$ cat src/mcr_pkg.sv
`timescale 1ns / 1ps
// Package for the midpoint circle rasterizer: widths, register indexes,
// draw modes, result kinds and the step descriptor. No dependencies.
package mcr_pkg;

  localparam int COORD_BITS = 12;
  localparam int OUT_W      = 14;
  localparam int DEC_W      = 16;
  localparam int CNT_W      = 11;
  localparam int RAD_W      = 11;
  localparam int THK_W      = 8;
  localparam int DASH_W     = 10;
  localparam int COLOR_W    = 32;
  localparam int CFG_IDX_W  = 3;
  localparam int CFG_DATA_W = 32;
  localparam int IDX_W      = 3;
  localparam int DASH_STEP  = 8;

  // Configuration register indexes
  typedef enum logic [CFG_IDX_W-1:0] {
    REG_CENTER_X  = 3'd0,
    REG_CENTER_Y  = 3'd1,
    REG_RADIUS    = 3'd2,
    REG_MODE      = 3'd3,
    REG_THICKNESS = 3'd4,
    REG_DASH_LEN  = 3'd5,
    REG_GAP_LEN   = 3'd6,
    REG_COLOR     = 3'd7
  } cfg_reg_t;

  typedef enum logic [1:0] {
    MODE_OUTLINE = 2'd0,
    MODE_FILLED  = 2'd1,
    MODE_THICK   = 2'd2,
    MODE_DASHED  = 2'd3
  } mode_t;

  // What one step produces
  typedef enum logic [1:0] {
    KIND_DONE   = 2'd0,
    KIND_CENTER = 2'd1,
    KIND_SPANS  = 2'd2,
    KIND_PIXELS = 2'd3
  } kind_t;

  // Everything the emitter needs to expand one step into its results
  typedef struct packed {
    kind_t                 kind;
    logic [COORD_BITS-1:0] cx;
    logic [COORD_BITS-1:0] cy;
    logic [COORD_BITS-1:0] xo;
    logic [COORD_BITS-1:0] yo;
    logic [COLOR_W-1:0]    color;
  } step_t;

  // Index of the final result of a step of the given kind
  function automatic logic [IDX_W-1:0] kind_last_idx(kind_t kind);
    logic [IDX_W-1:0] res;
    case (kind)
      KIND_SPANS:  res = IDX_W'(3);
      KIND_PIXELS: res = IDX_W'(7);
      default:     res = '0;
    endcase
    return res;
  endfunction

endpackage

$ cat src/mcr_if.sv
`timescale 1ns / 1ps
// Valid/ready channel interfaces of the midpoint circle rasterizer:
// step input, pixel/span result and configuration write. Uses mcr_pkg.

interface mcr_in_if;
  logic valid;
  logic ready;
  logic start_req;
  modport source (output valid, output start_req, input ready);
  modport sink   (input valid, input start_req, output ready);
endinterface

interface mcr_out_if;
  logic                               valid;
  logic                               ready;
  logic signed [mcr_pkg::OUT_W-1:0]   x_first;
  logic signed [mcr_pkg::OUT_W-1:0]   x_last;
  logic signed [mcr_pkg::OUT_W-1:0]   row;
  logic        [mcr_pkg::COLOR_W-1:0] pixel_color;
  logic                               last_of_step;
  logic                               figure_done;
  modport source (output valid, output x_first, output x_last, output row,
                  output pixel_color, output last_of_step, output figure_done,
                  input ready);
  modport sink   (input valid, input x_first, input x_last, input row,
                  input pixel_color, input last_of_step, input figure_done,
                  output ready);
endinterface

interface mcr_cfg_if;
  logic                                valid;
  logic                                ready;
  logic [mcr_pkg::CFG_IDX_W-1:0]       index;
  logic [mcr_pkg::CFG_DATA_W-1:0]      data;
  modport source (output valid, output index, output data, input ready);
  modport sink   (input valid, input index, input data, output ready);
endinterface

$ cat src/midpoint_circle_rasterizer.sv
`timescale 1ns / 1ps
// Midpoint circle rasterizer top level: step engine, step descriptor and
// result emitter. Depends on mcr_pkg and the channel interfaces in mcr_if.sv.

// A start transaction latches the ring range and produces no result. Each
// step transaction runs one octant iteration at once, in the cycle it is
// accepted, and leaves a step descriptor that the emitter expands into the
// results: eight pixels (outline, thick, dashed in a dash), four spans
// (filled), one center pixel, one done result, or nothing (dashed gap).
// The emitter hands out one result per cycle while the output is not stalled,
// through a registered output; the next transaction is taken in the same
// cycle the last result of the current one moves into the output register.
// Configuration writes are always ready.
module midpoint_circle_rasterizer (
  input  logic          clk,
  input  logic          rst_n,
  mcr_in_if.sink        in_ch,
  mcr_out_if.source     out_ch,
  mcr_cfg_if.sink       cfg_ch
);

  localparam int CB = mcr_pkg::COORD_BITS;
  localparam int OW = mcr_pkg::OUT_W;
  localparam int DW = mcr_pkg::DEC_W;
  localparam int THK_W_HALF = mcr_pkg::THK_W - 1;

  // Configuration registers
  logic [CB-1:0]                  center_x_r, center_y_r;
  logic [mcr_pkg::RAD_W-1:0]      radius_r;
  mcr_pkg::mode_t                 mode_r;
  logic [mcr_pkg::THK_W-1:0]      thickness_r;
  logic [mcr_pkg::DASH_W-1:0]     dash_len_r, gap_len_r;
  logic [mcr_pkg::COLOR_W-1:0]    color_r;

  // Figure state
  logic [CB-1:0]                  x_pos_r, x_pos_nxt;
  logic [CB-1:0]                  y_pos_r, y_pos_nxt;
  logic [DW-1:0]                  decision_r, decision_nxt;
  logic [CB-1:0]                  ring_radius_r, ring_radius_nxt;
  logic [CB-1:0]                  ring_outer_r, ring_outer_nxt;
  logic [mcr_pkg::CNT_W-1:0]      dash_count_r, dash_count_nxt;
  logic                           dash_on_r, dash_on_nxt;
  logic                           busy_r, busy_nxt;

  // Step descriptor and emitter
  mcr_pkg::step_t                 desc_r, desc_nxt;
  logic                           desc_valid_r;
  logic                           desc_load;
  logic [mcr_pkg::IDX_W-1:0]      idx_r;
  logic                           in_acc, emit, emit_last;

  // Output register
  logic                           out_valid_r;
  logic [OW-1:0]                  x_first_r, x_last_r, row_r;
  logic [mcr_pkg::COLOR_W-1:0]    color_out_r;
  logic                           last_r, done_r;
  logic [OW-1:0]                  x_first_nxt, x_last_nxt, row_nxt;
  logic                           last_nxt, done_nxt;

  assign cfg_ch.ready = 1'b1;

  // Configuration writes
  always_ff @(posedge clk) begin
    if (!rst_n) begin
      center_x_r  <= '0;
      center_y_r  <= '0;
      radius_r    <= '0;
      mode_r      <= mcr_pkg::MODE_OUTLINE;
      thickness_r <= mcr_pkg::THK_W'(1);
      dash_len_r  <= mcr_pkg::DASH_W'(8);
      gap_len_r   <= mcr_pkg::DASH_W'(8);
      color_r     <= '0;
    end else if (cfg_ch.valid) begin
      case (mcr_pkg::cfg_reg_t'(cfg_ch.index))
        mcr_pkg::REG_CENTER_X:  center_x_r  <= cfg_ch.data[CB-1:0];
        mcr_pkg::REG_CENTER_Y:  center_y_r  <= cfg_ch.data[CB-1:0];
        mcr_pkg::REG_RADIUS:    radius_r    <= cfg_ch.data[mcr_pkg::RAD_W-1:0];
        mcr_pkg::REG_MODE:      mode_r      <= mcr_pkg::mode_t'(cfg_ch.data[1:0]);
        mcr_pkg::REG_THICKNESS: thickness_r <= cfg_ch.data[mcr_pkg::THK_W-1:0];
        mcr_pkg::REG_DASH_LEN:  dash_len_r  <= cfg_ch.data[mcr_pkg::DASH_W-1:0];
        mcr_pkg::REG_GAP_LEN:   gap_len_r   <= cfg_ch.data[mcr_pkg::DASH_W-1:0];
        mcr_pkg::REG_COLOR:     color_r     <= cfg_ch.data[mcr_pkg::COLOR_W-1:0];
        default: ;
      endcase
    end
  end

  // Handshake of the input side
  assign emit      = desc_valid_r && (!out_valid_r || out_ch.ready);
  assign emit_last = emit && (idx_r == mcr_pkg::kind_last_idx(desc_r.kind));
  assign in_ch.ready = !desc_valid_r || emit_last;
  assign in_acc    = in_ch.valid && in_ch.ready;

  // Step engine: start, one octant iteration, ring advance
  always_comb begin
    logic [THK_W_HALF-1:0]      half;
    logic [CB-1:0]              rr, ro, y_new;
    logic [CB:0]                x_inc;
    logic [mcr_pkg::DASH_W-1:0] lim;
    logic [mcr_pkg::CNT_W-1:0]  cnt_sum;
    logic                       draw, ring_end;

    half     = '0;
    rr       = '0;
    ro       = '0;
    y_new    = y_pos_r;
    x_inc    = '0;
    lim      = '0;
    cnt_sum  = '0;
    draw     = 1'b1;
    ring_end = 1'b0;

    x_pos_nxt       = x_pos_r;
    y_pos_nxt       = y_pos_r;
    decision_nxt    = decision_r;
    ring_radius_nxt = ring_radius_r;
    ring_outer_nxt  = ring_outer_r;
    dash_count_nxt  = dash_count_r;
    dash_on_nxt     = dash_on_r;
    busy_nxt        = busy_r;

    desc_load      = 1'b0;
    desc_nxt.kind  = mcr_pkg::KIND_DONE;
    desc_nxt.cx    = center_x_r;
    desc_nxt.cy    = center_y_r;
    desc_nxt.xo    = x_pos_r;
    desc_nxt.yo    = y_pos_r;
    desc_nxt.color = color_r;

    if (in_ch.start_req) begin
      // New figure: latch the ring range
      half = thickness_r[mcr_pkg::THK_W-1:1];
      if (radius_r == '0 || (mode_r == mcr_pkg::MODE_THICK && thickness_r == '0)) begin
        rr = '0;
        ro = '0;
      end else if (mode_r == mcr_pkg::MODE_THICK) begin
        rr = (CB'(radius_r) > CB'(half)) ? CB'(radius_r) - CB'(half) : '0;
        ro = CB'(radius_r) + CB'(half);
      end else begin
        rr = CB'(radius_r);
        ro = CB'(radius_r);
      end
      ring_radius_nxt = rr;
      ring_outer_nxt  = ro;
      x_pos_nxt       = '0;
      y_pos_nxt       = rr;
      decision_nxt    = DW'(3) - (DW'(rr) << 1);
      dash_count_nxt  = '0;
      dash_on_nxt     = 1'b1;
      busy_nxt        = 1'b1;
    end else if (!busy_r) begin
      desc_load     = 1'b1;
      desc_nxt.kind = mcr_pkg::KIND_DONE;
    end else begin
      if (y_pos_r == '0) begin
        // Ring of radius zero: the center pixel alone
        desc_load     = 1'b1;
        desc_nxt.kind = mcr_pkg::KIND_CENTER;
        ring_end      = 1'b1;
      end else begin
        // Dash/gap counter
        if (mode_r == mcr_pkg::MODE_DASHED) begin
          lim     = dash_on_r ? dash_len_r : gap_len_r;
          draw    = dash_on_r;
          cnt_sum = dash_count_r + mcr_pkg::CNT_W'(mcr_pkg::DASH_STEP);
          if (cnt_sum >= mcr_pkg::CNT_W'(lim)) begin
            dash_count_nxt = '0;
            dash_on_nxt    = !dash_on_r;
          end else begin
            dash_count_nxt = cnt_sum;
          end
        end
        if (mode_r == mcr_pkg::MODE_FILLED) begin
          desc_load     = 1'b1;
          desc_nxt.kind = mcr_pkg::KIND_SPANS;
        end else if (draw) begin
          desc_load     = 1'b1;
          desc_nxt.kind = mcr_pkg::KIND_PIXELS;
        end
        // Midpoint decision update, modulo 2^16
        if (decision_r[DW-1]) begin
          decision_nxt = decision_r + (DW'(x_pos_r) << 2) + DW'(6);
        end else begin
          decision_nxt = decision_r + ((DW'(x_pos_r) - DW'(y_pos_r)) << 2) + DW'(10);
          y_new        = y_pos_r - CB'(1);
        end
        x_inc     = {1'b0, x_pos_r} + (CB+1)'(1);
        x_pos_nxt = x_inc[CB-1:0];
        y_pos_nxt = y_new;
        ring_end  = {1'b0, y_new} < x_inc;
      end
      // Next ring or end of figure
      if (ring_end) begin
        if (ring_radius_r < ring_outer_r) begin
          rr              = ring_radius_r + CB'(1);
          ring_radius_nxt = rr;
          x_pos_nxt       = '0;
          y_pos_nxt       = rr;
          decision_nxt    = DW'(3) - (DW'(rr) << 1);
        end else begin
          busy_nxt = 1'b0;
        end
      end
    end
  end

  // Figure state registers
  always_ff @(posedge clk) begin
    if (!rst_n) begin
      x_pos_r       <= '0;
      y_pos_r       <= '0;
      decision_r    <= '0;
      ring_radius_r <= '0;
      ring_outer_r  <= '0;
      dash_count_r  <= '0;
      dash_on_r     <= 1'b1;
      busy_r        <= 1'b0;
    end else if (in_acc) begin
      x_pos_r       <= x_pos_nxt;
      y_pos_r       <= y_pos_nxt;
      decision_r    <= decision_nxt;
      ring_radius_r <= ring_radius_nxt;
      ring_outer_r  <= ring_outer_nxt;
      dash_count_r  <= dash_count_nxt;
      dash_on_r     <= dash_on_nxt;
      busy_r        <= busy_nxt;
    end
  end

  // Step descriptor: loaded on a transaction with results, drained by the emitter
  always_ff @(posedge clk) begin
    if (!rst_n) begin
      desc_valid_r <= 1'b0;
      idx_r        <= '0;
    end else if (in_acc && desc_load) begin
      desc_valid_r <= 1'b1;
      idx_r        <= '0;
    end else if (emit_last) begin
      desc_valid_r <= 1'b0;
    end else if (emit) begin
      idx_r <= idx_r + mcr_pkg::IDX_W'(1);
    end
  end

  always_ff @(posedge clk) begin
    if (in_acc && desc_load) begin
      desc_r <= desc_nxt;
    end
  end

  // Expand the descriptor entry at idx_r into one result
  always_comb begin
    logic [OW-1:0] cx, cy, ca, rb;
    logic          swap, col_neg, row_neg;

    swap    = 1'b0;
    col_neg = 1'b0;
    row_neg = 1'b0;
    cx      = OW'(desc_r.cx);
    cy      = OW'(desc_r.cy);

    if (desc_r.kind == mcr_pkg::KIND_SPANS) begin
      swap    = idx_r[1];
      row_neg = idx_r[0];
    end else begin
      // Octant order: (x,y) (y,x) (y,-x) (x,-y) (-x,-y) (-y,-x) (-y,x) (-x,y)
      case (idx_r)
        3'd0: begin swap = 1'b0; col_neg = 1'b0; row_neg = 1'b0; end
        3'd1: begin swap = 1'b1; col_neg = 1'b0; row_neg = 1'b0; end
        3'd2: begin swap = 1'b1; col_neg = 1'b0; row_neg = 1'b1; end
        3'd3: begin swap = 1'b0; col_neg = 1'b0; row_neg = 1'b1; end
        3'd4: begin swap = 1'b0; col_neg = 1'b1; row_neg = 1'b1; end
        3'd5: begin swap = 1'b1; col_neg = 1'b1; row_neg = 1'b1; end
        3'd6: begin swap = 1'b1; col_neg = 1'b1; row_neg = 1'b0; end
        default: begin swap = 1'b0; col_neg = 1'b1; row_neg = 1'b0; end
      endcase
    end

    ca = swap ? OW'(desc_r.yo) : OW'(desc_r.xo);
    rb = swap ? OW'(desc_r.xo) : OW'(desc_r.yo);

    x_first_nxt = '0;
    x_last_nxt  = '0;
    row_nxt     = '0;
    done_nxt    = 1'b0;
    last_nxt    = (idx_r == mcr_pkg::kind_last_idx(desc_r.kind));

    case (desc_r.kind)
      mcr_pkg::KIND_DONE: begin
        done_nxt = 1'b1;
      end
      mcr_pkg::KIND_CENTER: begin
        x_first_nxt = cx;
        x_last_nxt  = cx;
        row_nxt     = cy;
      end
      mcr_pkg::KIND_SPANS: begin
        x_first_nxt = cx - ca;
        x_last_nxt  = cx + ca;
        row_nxt     = row_neg ? cy - rb : cy + rb;
      end
      default: begin
        x_first_nxt = col_neg ? cx - ca : cx + ca;
        x_last_nxt  = x_first_nxt;
        row_nxt     = row_neg ? cy - rb : cy + rb;
      end
    endcase
  end

  // Output register
  always_ff @(posedge clk) begin
    if (!rst_n) begin
      out_valid_r <= 1'b0;
    end else if (emit) begin
      out_valid_r <= 1'b1;
    end else if (out_ch.ready) begin
      out_valid_r <= 1'b0;
    end
  end

  always_ff @(posedge clk) begin
    if (emit) begin
      x_first_r   <= x_first_nxt;
      x_last_r    <= x_last_nxt;
      row_r       <= row_nxt;
      color_out_r <= (desc_r.kind == mcr_pkg::KIND_DONE) ? '0 : desc_r.color;
      last_r      <= last_nxt;
      done_r      <= done_nxt;
    end
  end

  assign out_ch.valid        = out_valid_r;
  assign out_ch.x_first      = signed'(x_first_r);
  assign out_ch.x_last       = signed'(x_last_r);
  assign out_ch.row          = signed'(row_r);
  assign out_ch.pixel_color  = color_out_r;
  assign out_ch.last_of_step = last_r;
  assign out_ch.figure_done  = done_r;

  // A transaction is only taken while the descriptor is empty or draining its last result
  a_accept_free: assert property (@(posedge clk) disable iff (!rst_n)
    (in_acc && desc_valid_r) |-> emit_last)
    else $error("input accepted while step descriptor still holds results");

  // The emitter index never runs past the final result of the step
  a_idx_range: assert property (@(posedge clk) disable iff (!rst_n)
    desc_valid_r |-> (idx_r <= mcr_pkg::kind_last_idx(desc_r.kind)))
    else $error("emitter index beyond last result");

  // A result that is not the last of its step keeps the descriptor alive
  a_desc_keep: assert property (@(posedge clk) disable iff (!rst_n)
    (emit && !emit_last) |=> desc_valid_r)
    else $error("step descriptor dropped before its last result");

  // A done result ends its step
  a_done_last: assert property (@(posedge clk) disable iff (!rst_n)
    (out_valid_r && done_r) |-> last_r)
    else $error("done result not marked last of step");

endmodule

$ cat src/flat_wrapper.sv
// flat-port wrapper written by rule: the top's interface ports become plain ports
module midpoint_circle_rasterizer_flat 
  (clk, rst_n, in_ch_valid, in_ch_start_req, in_ch_ready, out_ch_valid, out_ch_x_first, out_ch_x_last, out_ch_row, out_ch_pixel_color, out_ch_last_of_step, out_ch_figure_done, out_ch_ready, cfg_ch_valid, cfg_ch_index, cfg_ch_data, cfg_ch_ready);
  mcr_in_if in_ch_i ();
  mcr_out_if out_ch_i ();
  mcr_cfg_if cfg_ch_i ();
  input  logic clk;
  input  logic rst_n;
  input wire logic [$bits(in_ch_i.valid)-1:0] in_ch_valid;
  input wire logic [$bits(in_ch_i.start_req)-1:0] in_ch_start_req;
  output wire logic [$bits(in_ch_i.ready)-1:0] in_ch_ready;
  output wire logic [$bits(out_ch_i.valid)-1:0] out_ch_valid;
  output wire logic [$bits(out_ch_i.x_first)-1:0] out_ch_x_first;
  output wire logic [$bits(out_ch_i.x_last)-1:0] out_ch_x_last;
  output wire logic [$bits(out_ch_i.row)-1:0] out_ch_row;
  output wire logic [$bits(out_ch_i.pixel_color)-1:0] out_ch_pixel_color;
  output wire logic [$bits(out_ch_i.last_of_step)-1:0] out_ch_last_of_step;
  output wire logic [$bits(out_ch_i.figure_done)-1:0] out_ch_figure_done;
  input wire logic [$bits(out_ch_i.ready)-1:0] out_ch_ready;
  input wire logic [$bits(cfg_ch_i.valid)-1:0] cfg_ch_valid;
  input wire logic [$bits(cfg_ch_i.index)-1:0] cfg_ch_index;
  input wire logic [$bits(cfg_ch_i.data)-1:0] cfg_ch_data;
  output wire logic [$bits(cfg_ch_i.ready)-1:0] cfg_ch_ready;
  assign in_ch_i.valid = in_ch_valid;
  assign in_ch_i.start_req = in_ch_start_req;
  assign in_ch_ready = in_ch_i.ready;
  assign out_ch_valid = out_ch_i.valid;
  assign out_ch_x_first = out_ch_i.x_first;
  assign out_ch_x_last = out_ch_i.x_last;
  assign out_ch_row = out_ch_i.row;
  assign out_ch_pixel_color = out_ch_i.pixel_color;
  assign out_ch_last_of_step = out_ch_i.last_of_step;
  assign out_ch_figure_done = out_ch_i.figure_done;
  assign out_ch_i.ready = out_ch_ready;
  assign cfg_ch_i.valid = cfg_ch_valid;
  assign cfg_ch_i.index = cfg_ch_index;
  assign cfg_ch_i.data = cfg_ch_data;
  assign cfg_ch_ready = cfg_ch_i.ready;
  midpoint_circle_rasterizer u_core (.clk(clk), .rst_n(rst_n), .in_ch(in_ch_i), .out_ch(out_ch_i), .cfg_ch(cfg_ch_i));
endmodule
$ cat config.mk
export PLATFORM = sky130hd
export DESIGN_NAME = midpoint_circle_rasterizer_flat
export DESIGN_NICKNAME = d
export VERILOG_FILES = /design/src/mcr_pkg.sv /design/src/mcr_if.sv /design/src/midpoint_circle_rasterizer.sv /design/src/flat_wrapper.sv
export SDC_FILE = /design/constraint.sdc
export NUM_CORES = 1
export LEC_CHECK = 0
export BUFFER_PORTS_ARGS = -buffer_cell sky130_fd_sc_hd__buf_4
export CORE_MARGIN = 2
export CORE_UTILIZATION = 40
export CTS_CLUSTER_SIZE = 14
export DETAILED_ROUTE_END_ITERATION = 12
export SETUP_SLACK_MARGIN = 0.2
export SYNTH_ARGS = -nofsm -noshare
export SYNTH_HDL_FRONTEND = slang
export SYNTH_SLANG_ARGS = --single-unit
export TNS_END_PERCENT = 5
$ cat constraint.sdc
create_clock -name clk -period 6 [get_ports clk]
set_input_delay 1.2 -clock clk [delete_from_list [all_inputs] [get_ports clk]]
set_output_delay 1.2 -clock clk [all_outputs]
set_load 0.01 [all_outputs]
==> run_results.csv <==
group,metric,value,unit
synthesis,synth-async-reset-ratio,0,%
placed_design,dp_hpwl,41.8,mm
power_and_ir_drop,pwr-share-seq,35.2,%
clock_network,clkTransAtPathRegs,0.06,ns
clock_network,cts_max_level,2,
timing,relSlewSlack,30.6,%
setup_path,required,6.51,ns
synthesis,yosysMostFrequentCell,"nand2_1",
routing,drc,0,
synthesis,yosysTopAreaCellShare,23.4,%
routing,totalWireLength,56.7,mm
synthesis,synth_warnings,0,
synthesis,synth-edff-count,157,
setup_path,start_kind,"flip-flop",
clock_network,cts_root_buf,"clkbuf_16",
floorplan,initial_utilization,40.4,%
power_and_ir_drop,switching_share,35.7,%
timing,hold_viol_final,0,
cells_and_area,multi_input_area,11100,sq um
routing,drtIter0Drc,1237,
synthesis,avgSynthCellArea,9.10,sq um
routing,routedWlPerCell,19.0,microns
setup_path,crit_chain,"ha_1 -> nand3_1 -> nor3_1 -> and3_1 -> xnor2_1 -> ha_1 -> and4_1 -> o211ai_1 -> a21oi_1 -> o21ai_1 -> o21ai_2 -> buf_4 -> and2_1 -> nor2_1 -> o221a_2",
clock_network,hold_buffers,0,
floorplan,die_w,229,microns
clock_network,numCtsBuffers,39,
clock_network,cts_setup_buffers,0,
power_and_ir_drop,vdd_ir_drop_max,0.000174,V
timing,drv_slew,0,
grt,grt_max_degree,80,
grt,grt_pass1_wl,89.6,mm
cells_and_area,antennaDiodeCount,0,
timing,fin_skew,0.0305,ns
synthesis,yosysSeqAreaShare,40.7,%
floorplan,io_pins,120,
timing,holdWs,0.427,ns
setup_path,cpMaxStageDelayCell,"nor2_1",
power_and_ir_drop,p_int,4.87,mW
grt,met3_usage,3.64,%
floorplan,die-area,52300,sq um
floorplan,die_y,229,microns
clock_network,cts-resized-gates,0,
grt,grt_pass1_vias,15900,
grt,antenna_found_initial,0,
setup_path,critical_path.endpoint_type,"flip-flop",
timing,tns,0,ns
grt,overflow,0,
clock_network,insertion_delay,0.58,ns
placed_design,io_buffers,118,
flow_run,max_cap_violations,0,
timing,max_freq,211,MHz
power_and_ir_drop,power.share.clock,30.8,%
worst_hold_path,hold_class,"flip-flop to flip-flop",
timing,rsz0062_at_grt,"false",
setup_path,crit_path_max_fanout,27,
setup_path,cp_common_cell,"ha_1",
cells_and_area,nFillCells,4713,
run_status,status,"finished, final reports clean",
cells_and_area,area_delta_synth_final,13.3,%
cells_and_area,final_core_util,45.8,%
power_and_ir_drop,p_sw,2.70,mW
floorplan,core_area,50000,sq um
placed_design,pre_cts_slack,1.38,ns
grt,use_met1,28.3,%
grt,grt_use_total,21.5,%
cells_and_area,final_layout_size_suffix_gt1_share,11.6,%
placed_design,gp_routability_congestion,0.930,
grt,gr-max-usage-layer,"met2",
grt,use_met2,36.1,%
routing,ant_nets,0,
clock_network,cts_tree,"yes",
timing,setup_viol,0,
routing,drtPass1Iterations,5,
clock_network,cts.path.max_buffers,3,
timing,fin_crit_sh,79.0,%
power_and_ir_drop,p_leak,8.92,nW
synthesis,ys_seq_elements,332,
routing,dr_total_vias,16600,
cells_and_area,seqCellArea,8220,sq um
floorplan,placementRows,82,
synthesis,ys_types,97,
synthesis,yosys.area.top_type,"edfxtp_1",
setup_path,r2r_slack,1.26,ns
synthesis,syn_area,20200,sq um
timing,fin_crit,4.74,ns
synthesis,syn_nets,2435,
setup_path,slowest_delay,0.74,ns
synthesis,ys_top_cells_by_area,"edfxtp_1 (23%), dfxtp_1 (17%), ha_1 (10%)",
power_and_ir_drop,power_density,331,nW/um^2
synthesis,ys_top_cells_by_count,"nand2_1 (326), a21oi_1 (216), dfxtp_1 (175)",
timing,worst_slack,1.26,ns
power_and_ir_drop,power,7.57,mW
power_and_ir_drop,combPwrFrac,34.0,%
clock_network,clock_sinks,332,
synthesis,netlist_instances,2219,
setup_path,arrival,5.25,ns
timing,worst_pin_slew,1.04,ns
synthesis,synthFlopType,"dfxtp_1",
routing,avgViaCountPerCell,5.54,
setup_path,path_class,"flip-flop to flip-flop",
cells_and_area,nets,2504,
[logic make-up (layout without fill, tap and decap cells)]
| family | Yosys count | after routing | share of synthesized area (%) |
|---|---|---|---|
| adders and majority gates | 175 | 175 | 11.2 |
| DFF | 332 | 332 | 40.7 |
| buffers and inverters | 222 | 321 | 4.37 |
| and+or+nand+nor | 737 | 737 | 17.3 |
| other | 1 | 1 | 0.0186 |
| AOI/OAI and AO/OA | 589 | 589 | 19.0 |
| muxes | 40 | 40 | 2.13 |
| xor gates and xnor gates | 123 | 123 | 5.34 |
[stage by stage]
step           instances  instance area, sq um
2_1_floorplan       2219                 20200
3_3_place_gp        2919                 21600
3_5_place_dp        2919                 21600
4_1_cts             2990                 22900
5_1_grt             2990                 22900
6_report            2990                 22900
[power groups by stage]
stage          Combinational (mW)  Sequential (mW)  Clock [mW]
2_1_floorplan                1.91             2.64           0
4_1_cts                      2.56             2.66        2.39
6_report                     2.57             2.66        2.33
3_3_place_gp                 2.51             2.70           0
3_5_place_dp                 2.54             2.71           0
5_1_grt                      2.86             2.68        2.47
[cells in the final DEF, fill, tap and decap left out, types with 14 or more instances in the layout]
| cell | instances |
|---|---|
| nand2_1 | 326 |
| a21oi_1 | 216 |
| dfxtp_1 | 175 |
| ha_1 | 166 |
| edfxtp_1 | 157 |
| nor2_1 | 138 |
| buf_4 | 137 |
| inv_1 | 111 |
| o21ai_0 | 101 |
| xnor2_1 | 76 |
| nor2b_1 | 58 |
| nand3_1 | 50 |
| xor2_1 | 47 |
| clkbuf_16 | 39 |
| nor3_1 | 32 |
| o21a_1 | 31 |
| a211oi_1 | 27 |
| a21o_1 | 26 |
| mux2_2 | 24 |
| nand2b_1 | 22 |
| and3_1 | 21 |
| o211ai_1 | 21 |
| o21bai_1 | 18 |
| mux2i_1 | 16 |
| nand4_1 | 14 |
[state kept, by name, summed over array words and instances, names as in the netlist, 10 cells and up]
signal and count:
u_core.gap_len_r 10, u_core.out_ch.x_first 13, u_core.dash_len_r 10, u_core.out_ch.row 14, u_core.x_pos_r 12, u_core.ring_outer_r 12, u_core.out_ch.pixel_color 32, u_core.out_ch.x_last 14
u_core.color_r 32, u_core.radius_r 11, u_core.y_pos_r 12, u_core.ring_radius_r 12, u_core.center_y_r 12, u_core.decision_r 15, u_core.center_x_r 12, u_core.desc_r 82
[critical path: cells and delay by family (launching register included)]
kind                       cells  cell delay [ns]
DFF                            1             0.49
and+or+nand+nor                6             2.30
adders and majority gates      2             0.60
AOI/OAI and AO/OA              5             0.88
xor gates and xnor gates       1             0.15
buffers and inverters          1             0.27
[cell type report]
| type | count | area share (%) |
|---|---|---|
| Sequential cell | 332 | 35.9 |
| Tap cell | 672 | 3.68 |
| Multi-Input combinational cell | 1665 | 48.6 |
| Timing Repair Buffer | 137 | 4.50 |
| Clock inverter | 22 | 0.995 |
| Clock buffer | 49 | 4.47 |
| Inverter | 113 | 1.87 |
[path summary, 6_finish.rpt]
| kind | cells after the start | end | startpoint |
|---|---|---|---|
| min | 0 | u_core.desc_r[78] | u_core.center_x_r[10] |
| max | 15 | u_core.ring_radius_r[10] | u_core.x_pos_r[1] |
| max reg2reg | 15 | u_core.ring_radius_r[10] | u_core.x_pos_r[1] |
| min reg2reg | 0 | u_core.desc_r[78] | u_core.center_x_r[10] |
[metal layers]
| metal | wire, microns | up-vias |
|---|---|---|
| li1 | - | 8070 |
| met1 | 25400 | 7930 |
| met2 | 26800 | 475 |
| met3 | 2960 | 104 |
| met4 | 1590 | 0 |
| met5 | 0 | - |
(Power assumes the default switching activity.)
